$ cat src/hdl/pba_word_unit.sv
module pba_word_unit #(
  parameter int WORD_BITS = 32
) (
  input  logic [WORD_BITS-1:0]            word,
  output logic [$clog2(WORD_BITS+1)-1:0] pop,
  output logic [$clog2(WORD_BITS)-1:0]   low_idx,
  output logic                            any
);

  localparam int NCH = (WORD_BITS + 7) / 8;
  localparam int PW  = $clog2(WORD_BITS + 1);
  localparam int BW  = $clog2(WORD_BITS);

  logic [NCH*8-1:0] pad;
  logic [3:0]       ccnt [NCH];
  logic [NCH-1:0]   cany;
  logic [PW-1:0]    total;
  logic [2:0]       lo_c;
  logic [2:0]       lo_b;
  logic [7:0]       lo_chunk;
  logic [5:0]       idx;

  // Bits are counted and searched a byte at a time, then across bytes,
  // which keeps both chains short.
  always_comb begin
    pad = (NCH*8)'(word);
    for (int c = 0; c < NCH; c++) begin
      ccnt[c] = '0;
      for (int b = 0; b < 8; b++) begin
        ccnt[c] = ccnt[c] + 4'(pad[c*8+b]);
      end
      cany[c] = |pad[c*8 +: 8];
    end

    total = '0;
    for (int c = 0; c < NCH; c++) begin
      total = total + PW'(ccnt[c]);
    end

    lo_c = '0;
    for (int c = NCH - 1; c >= 0; c--) begin
      if (cany[c]) begin
        lo_c = 3'(c);
      end
    end

    lo_chunk = pad[lo_c*8 +: 8];
    lo_b = '0;
    for (int b = 7; b >= 0; b--) begin
      if (lo_chunk[b]) begin
        lo_b = 3'(b);
      end
    end
    idx = {lo_c, lo_b};
  end

  assign pop     = total;
  assign low_idx = idx[BW-1:0];
  assign any     = |word;

endmodule
$ cat config.mk
export PLATFORM = sky130hd
export DESIGN_NAME = pba_word_unit
export DESIGN_NICKNAME = d
export VERILOG_FILES = /design/src/hdl/pba_word_unit.sv
export SDC_FILE = /design/constraint.sdc
export NUM_CORES = 1
export LEC_CHECK = 0
export BUFFER_PORTS_ARGS = -buffer_cell sky130_fd_sc_hd__buf_2
export CAP_MARGIN = 15
export CORE_UTILIZATION = 40
export DETAILED_ROUTE_END_ITERATION = 16
export PLACE_DENSITY = 0.66
export SETUP_SLACK_MARGIN = 0.2
export SLEW_MARGIN = 20
export SYNTH_ARGS = -nofsm -noshare
export SYNTH_HDL_FRONTEND = slang
export SYNTH_SLANG_ARGS = --single-unit
$ cat constraint.sdc
create_clock -name vclk -period 7.8
set_clock_uncertainty 0.1 [all_clocks]
set_input_delay 1.56 -clock vclk [all_inputs]
set_output_delay 1.56 -clock vclk [all_outputs]
set_load 0.01 [all_outputs]
# Word level (Yosys, flattened, before mapping)
# Index checks and enable logic that the tools add are counted.
[word_totals]
register_bits = 0
out_inout_bits = 12
[op_classes]
n_addsub = 31
shift = 1
muxes = 12
reduce_logical = 5
[op_table]
columns = ["cell", "n"]
rows = [
  ["$add 4x1->4", 16],
  ["$mux 3", 11],
  ["$reduce_or 32->1", 1],
  ["$reduce_or 8->1", 4],
  ["$shiftx 32x7->8", 1],
  ["$add 3x1->4", 4],
  ["$add 2x1->3", 4],
  ["$add 1x1->2", 4],
  ["$add 5x4->6", 1],
  ["$add 6x4->6", 1],
  ["$add 4x4->5", 1],
  ["$mux 2", 1],
]

# Logic depth before layout (Yosys ltp)
# Gate-level depths: netlist (run 1).
[depth]
ltp_word = 14
depth_mapped = 17
mapped_depth_nobuf = 17

# Least setup slack after synthesis (run 1)
# No wires, ideal clock.
[synth_timing]
path_type = "input -> output"
startpoint = "in word[17]"
endpoint = "out pop[4]"
arrival_time_ns = 5.711
required_time_ns = 6.140
setup_slack_ns = 0.429
stages = 15
cell_sequence = "fa_1 inv_1 fa_1 inv_1 fa_1 inv_1 fa_1 fa_1 fa_1 inv_1 ha_1 fa_1 a21o_1 a21oi_1 xnor2_1"
[synth_between]
elab_chain_len = 9
[synth_lines]
columns = ["item", "line", "source"]
rows = [
  ["start: declaration", "4", "input logic [WORD_BITS-1:0] word,"],
  ["$add 1x1->2", "30", "ccnt[c] = ccnt[c] + 4'(pad[c*8+b]);"],
  ["$add 2x1->3", "30", ""],
  ["$add 3x1->4", "30", ""],
  ["$add 4x1->4 (4 in a row)", "30", ""],
  ["$add 5x4->6", "37", "total = total + PW'(ccnt[c]);"],
  ["$add 6x4->6", "37", ""],
  ["end: declaration", "5", "output logic [$clog2(WORD_BITS+1)-1:0] pop,"],
]
# No other way between the ends.

# Final worst setup path (run 1)
[layout_timing]
startpoint = "in word[21]"
endpoint = "out pop[4]"
[layout_between]
elab_chain_len = 5
[layout_lines]
columns = ["item", "line"]
rows = [
  ["$add 4x1->4 (3 in a row)", "30"],
  ["$add 5x4->6", "37"],
  ["$add 6x4->6", "37"],
]
# No other way between the ends.

==> impl_metrics.py, run 1 <==
metrics = {
    "timing": {
        "slew_viol_final": 0,
        "fmax_mhz": 131,
        "finalHoldViolCount": 0,
        "worst_slew_pin_slew_ns": 0.564,
        "min_period_over_period_pct": 97.8,
        "setup_viol_count_final": 0,
        "setup_ws_ns": 0.174,
        "slew-limit-headroom_pct": 62.2,
        "rsz0062_at_grt": "true",
        "min_period_ns": 7.63,
        "hold_slack_ns": 3.43,
        "fin_setup_tns_ns": 0,
    },
    "logic_synthesis": {
        "synth_nets": 203,
        "syn_area_per_cell_um2": 9.49,
        "seq_area_frac_synth_pct": 0,
        "yosysTopAreaCell": "fa_1",
        "yosysTopAreaCellShare_pct": 36.4,
        "netlist_instances": 139,
        "yosys_warnings": 0,
        "yosys-top-cells-area": "fa_1, inv_1, ha_1",
        "netlist_area_um2": 1320,
        "ys_types": 37,
    },
    "detailed_routing": {
        "wl_per_cell_um": 13.7,
        "viasPerCell": 5.15,
        "ant_nets": 0,
        "drc_errors": 0,
        "wl_mm": 3.12,
        "drtPass1Iterations": 4,
        "vias": 1170,
        "routed.top_layer": "met4",
        "drtIter0Drc": 54,
        "met3_wirelength_um": 202,
        "met1_length_mm": 1.32,
        "met2_wirelength_mm": 1.58,
    },
    "global_route": {
        "grt_pass1_vias": 1182,
        "antenna_found_initial": 0,
        "overflow": 0,
        "grt_pass1_wl_mm": 5.20,
        "grt_usage_pct": 19.5,
        "grt_max_degree": 9,
    },
    "floorplan": {
        "start_util_pct": 42.5,
        "io_pins": 44,
        "fp.dieH_um": 59.4,
        "core_um2": 3100,
        "die_area_um2": 3530,
        "fp-row-count": 20,
        "die_w_um": 59.4,
    },
    "finish": {
        "nClkBuffers": 0,
        "n_antenna_cell": 0,
        "multi_input_area_um2": 1170,
        "nets": 249,
        "fill_cells": 310,
        "final-seq-area_um2": 0,
        "design.seq.count": 0,
        "area_growth_pct": 24.5,
        "drive_gt1_share_pct": 40.4,
        "final_cell_mix": "inv_1, buf_2, fa_1, a31oi_1, ha_1",
        "utilization_pct": 52.9,
    },
    "pwr": {
        "p_per_area_nw_per_um2": 388,
        "ir_drop_v": 0.000328,
        "leakagePower_nw": 0.825,
        "power_mw": 0.638,
    },
    "place": {
        "gp_congestion": 0.989,
        "port_buffers": 44,
        "place_hpwl_mm": 2.90,
        "place_ws_ns": 0.0776,
    },
    "critical_path": {
        "cp_data_arrival_time_ns": 5.97,
        "crit_start": "word[21]",
        "path_class": "input pin to primary output",
        "cp-end-kind": "primary output",
        "cp.required_ns": 6.14,
        "crit_end": "pop[4]",
        "critPathMaxFanout": 3,
        "startpoint_type": "input pin",
    },
    "worst_hold_path": {
        "hold_class": "input pin to primary output",
    },
    "outcome": {
        "status": "finished clean",
    },
    "run": {
        "cap_violations": 0,
    },
    "clocking": {
        "hold_buffers": 0,
    },
}
## power breakdown
part           leakage (nW)  total, mW  switching [mW]  internal, mW
logic                 0.825      0.638           0.335         0.303
registers                 0          0               0             0
clock network             0          0               0             0
total                 0.825      0.638           0.335         0.303
## area by class of cell
cell class,count,share of cell area (%)
well taps,44,3.35
repair buffers,45,15.3
inverters,45,10.3
multi-input cells,93,71.0
## how the worst min path moves through the flow
stage / from / endpoint / slack (ns) / cells after the start
detailed placement: word[2] / pop[0] / 3.42 / 3
CTS: word[2] / pop[0] / 3.42 / 3
finish: word[2] / pop[0] / 3.43 / 3
floorplan: word[4] / low_idx[1] / 3.17 / 3
global placement: word[2] / pop[0] / 3.42 / 3
global route: word[2] / pop[0] / 3.45 / 3
## what timing repair did
item,4_1_cts,5_1_grt
resized for setup,3,20
pin swaps,2,17
buffers inserted,0,1
setup endpoints to repair,2,3
## routing by layer
| layer | vias to the layer above | GRT usage (%) |
|---|---|---|
| met5 | - | 0 |
| li1 | 551 | - |
| met2 | 41 | 35.0 |
| met4 | 0 | 1.02 |
| met3 | 2 | 0.218 |
| met1 | 576 | 27.5 |
## synth_stat cells (2+ instances only)
| master | n |
|---|---|
| nor2_1 | 2 |
| ha_1 | 8 |
| xnor2_1 | 2 |
| a31oi_1 | 7 |
| a21oi_1 | 4 |
| nor2b_1 | 2 |
| fa_1 | 24 |
| nor4_1 | 2 |
| a21o_1 | 2 |
| nand3_1 | 6 |
| nand2_1 | 4 |
| mux2i_1 | 4 |
| o311ai_2 | 2 |
| nor4_2 | 2 |
| nor4_4 | 2 |
| inv_1 | 45 |
## logic make-up after synthesis
kind of cell / count (synthesis) / synth area share (%)
XOR/XNOR: 3 / 1.99
adder cells (fa/ha/maj): 32 / 44.0
AND/OR/NAND/NOR: 27 / 17.6
buffers and inverters: 46 / 13.7
AO/OA/AOI/OAI: 26 / 18.8
multiplexers: 5 / 3.89
## worst max-delay path, stage by stage
cell and delay, ns:
buf_8 0.11, fa_1 0.53, inv_1 0.05, fa_1 0.47, inv_1 0.05, fa_1 0.51, inv_2 0.04, fa_1 0.52
fa_1 0.45, fa_1 0.56, inv_2 0.05, ha_4 0.15, fa_2 0.35, a21o_1 0.17, a21oi_2 0.13, xnor2_1 0.12
buf_2 0.14
## stage by stage
stage               area (µm²)  std cells
CTS                       1590        226
detailed placement        1580        226
finish                    1640        227
global placement          1580        226
global route              1640        227
floorplan                 1320        139
Power figures use the tool's default switching activity.
==> run 2: changes to the inputs <==
--- a/config.mk
+++ b/config.mk
@@ -5,11 +5,12 @@
 export SDC_FILE = /design/constraint.sdc
 export NUM_CORES = 1
 export LEC_CHECK = 0
+export ABC_AREA = 1
 export BUFFER_PORTS_ARGS = -buffer_cell sky130_fd_sc_hd__buf_2
 export CAP_MARGIN = 15
-export CORE_UTILIZATION = 40
+export CORE_UTILIZATION = 52
 export DETAILED_ROUTE_END_ITERATION = 16
-export PLACE_DENSITY = 0.66
+export PLACE_DENSITY = 0.79
 export SETUP_SLACK_MARGIN = 0.2
 export SLEW_MARGIN = 20
 export SYNTH_ARGS = -nofsm -noshare
==> run 2 against run 1 <==
Against the previous run: synthesized cell count rose by 32%; critical path type unchanged; first-iteration DRC count fell by 48%; fmax barely moved; power rose by 0.49%; cell count rose by 14%; global-route usage rose by 4.1 points; die area fell by 20%; utilization rose by 12 points; via count rose by 8.1%; wire length fell by 3.3%; worst hold slack got worse by 0.061 ns; highest routed layer unchanged; non-clock buffer count did not move.
==> impl_metrics.py, run 2 <==
metrics = {
    "pwr": {
        "pwr-share-clk_pct": 0,
        "p_int_mw": 0.281,
        "power_switching_mw": 0.360,
        "pwr-share-comb_pct": 100.0,
        "leakagePower_nw": 0.906,
        "ir_drop_v": 0.000621,
        "netSwitchingFraction_pct": 56.2,
        "p_per_area_nw_per_um2": 396,
        "p_seq_share_pct": 0,
    },
    "timing": {
        "hold_slack_ns": 3.37,
        "slew_viol_final": 0,
        "min_period_over_period_pct": 97.8,
        "finalHoldViolCount": 0,
        "worst_slew_pin_slew_ns": 0.288,
        "fmax_mhz": 131,
        "setup_viol_count_final": 0,
        "slew-limit-headroom_pct": 80.7,
        "rsz0062_at_grt": "true",
        "min_period_ns": 7.63,
        "fin_setup_tns_ns": 0,
    },
    "outcome": {
        "status": "finished clean",
    },
    "critical_path": {
        "max_stage_delay_ns": 0.54,
        "cp_data_arrival_time_ns": 5.97,
        "startpoint_type": "input pin",
        "crit_chain": "buf_2 -> fa_1 -> inv_1 -> fa_1 -> inv_1 -> fa_1 -> inv_1 -> fa_1 -> fa_1 -> fa_1 -> inv_1 -> ha_2 -> fa_2 -> a21oi_2 -> nor2_1 -> nor2_1 -> xnor2_1 -> buf_2",
        "critPathTopFamily": "adder cells",
        "path_class": "input pin to primary output",
        "cp-end-kind": "primary output",
        "critPathMaxFanout": 3,
        "cp.buffers_inverters": 6,
        "cp_common_cell": "fa_1",
        "slowest_stage": "fa_1",
        "cp.required_ns": 6.14,
    },
    "logic_synthesis": {
        "synth.most_common_cell": "inv_1",
        "yosysTopAreaCellShare_pct": 35.5,
        "netlist_area_um2": 1360,
        "yosysTopAreaCell": "fa_1",
        "netlist_instances": 184,
        "ys_top_cells_by_count": "inv_1, nand2_1, fa_1, nor2_1, nand3_1",
        "yosys_warnings": 0,
        "yosys-top-cells-area": "fa_1, inv_1, nand2_1",
        "syn_area_per_cell_um2": 7.36,
        "seq_area_frac_synth_pct": 0,
        "ys_types": 28,
        "synth_nets": 248,
    },
    "floorplan": {
        "fp.dieH_um": 53.0,
        "core_um2": 2480,
        "die_area_um2": 2810,
        "die_w_um": 53.0,
        "start_util_pct": 54.7,
        "fp-row-count": 18,
        "io_pins": 44,
    },
    "finish": {
        "final_common_cell": "buf_2",
        "final-seq-area_um2": 0,
        "design.seq.count": 0,
        "area_growth_pct": 19.3,
        "nClkBuffers": 0,
        "nets": 294,
        "n_antenna_cell": 0,
        "drive_gt1_share_pct": 36.8,
        "utilization_pct": 65.3,
        "final_cell_mix": "buf_2, inv_1, nand2_1, fa_1, nor2_1",
    },
    "detailed_routing": {
        "viasPerCell": 4.90,
        "drtIter0Drc": 28,
        "drc_errors": 0,
        "drtPass1Iterations": 4,
        "wl_mm": 3.02,
        "ant_nets": 0,
        "vias": 1265,
        "wl_per_cell_um": 11.7,
    },
    "run": {
        "cap_violations": 0,
    },
    "place": {
        "place_hpwl_mm": 2.80,
        "gp_congestion": 0.903,
        "port_buffers": 44,
    },
    "global_route": {
        "grt_pass1_wl_mm": 4.84,
        "grt_max_degree": 19,
        "grt_usage_pct": 23.6,
        "antenna_found_initial": 0,
        "overflow": 0,
        "grt_pass1_vias": 1202,
    },
    "worst_hold_path": {
        "hold_class": "input pin to primary output",
    },
    "clocking": {
        "hold_buffers": 0,
    },
}
==> run 2: cell types whose count changed after synthesis, moves of 4 or more <==
cell,before,now
nand2_2,0,4
nor2_1,2,13
a31oi_1,7,1
mux2i_1,4,0
nor2_2,0,5
nand2_1,4,27
inv_2,0,8
nand3_1,6,12
o21ai_1,1,6
o21ai_0,0,4
==> run 2: path summary, 6_finish.rpt <==
check / from / endpoint / depth (start not counted)
setup / recovery: word[17] / pop[4] / 18
hold / removal: word[2] / pop[0] / 3
==> run 2: metrics by stage <==
step / worst slack [ns] / instance area, µm² / total power [mW] / cells
4_1_cts: 0.184 / 1610 / 0.643 / 258
3_5_place_dp: 0.0899 / 1600 / 0.604 / 257
6_report: 0.169 / 1620 / 0.641 / 258
5_1_grt: 0.00791 / 1620 / 0.718 / 258
2_1_floorplan: 0.483 / 1360 / 0.428 / 184
3_3_place_gp: 0.195 / 1600 / 0.578 / 257
==> run 2: tightest hold or removal path, cell delays in order <==
cell and delay, ns:
buf_2 0.09, ha_2 0.15, buf_2 0.12
==> run 2: power by group through the flow <==
stage	clock (mW)	combinational (mW)	sequential [mW]
after floorplan	0	0.428	0
after global routing	0	0.718	0
final	0	0.641	0
after global placement	0	0.578	0
after detailed placement	0	0.604	0
after CTS	0	0.643	0
==> run 2: cell families (layout without fill, tap and decap cells) <==
kind of cell	count (synthesis)	count (layout)	share of synthesized area [%]
buffers and inverters	55	99	16.3
XOR/XNOR	3	3	1.94
AND/OR/NAND/NOR	69	69	27.0
AO/OA/AOI/OAI	25	25	11.9
adder cells (fa/ha/maj)	32	32	42.8
==> run 2: layout make-up <==
class	count	area [µm²]
fillers	242	861
inverters	54	206
multi-input cells	129	1140
well taps	30	37.5
repair buffers	45	228
==> run 2: repair_timing <==
item,CTS,global route
pin swaps,3,7
endpoints found under the setup margin,2,3
resized for setup,3,2
buffers inserted,1,0
==> run 2: metal layers <==
layer / vias up / wire length (µm) / global-route usage (%)
met5: - / 0 / 0
met3: 2 / 229 / 1.44
met2: 51 / 1460 / 42.0
met4: 0 / 23 / 3.51
met1: 571 / 1300 / 31.8
li1: 641 / - / -
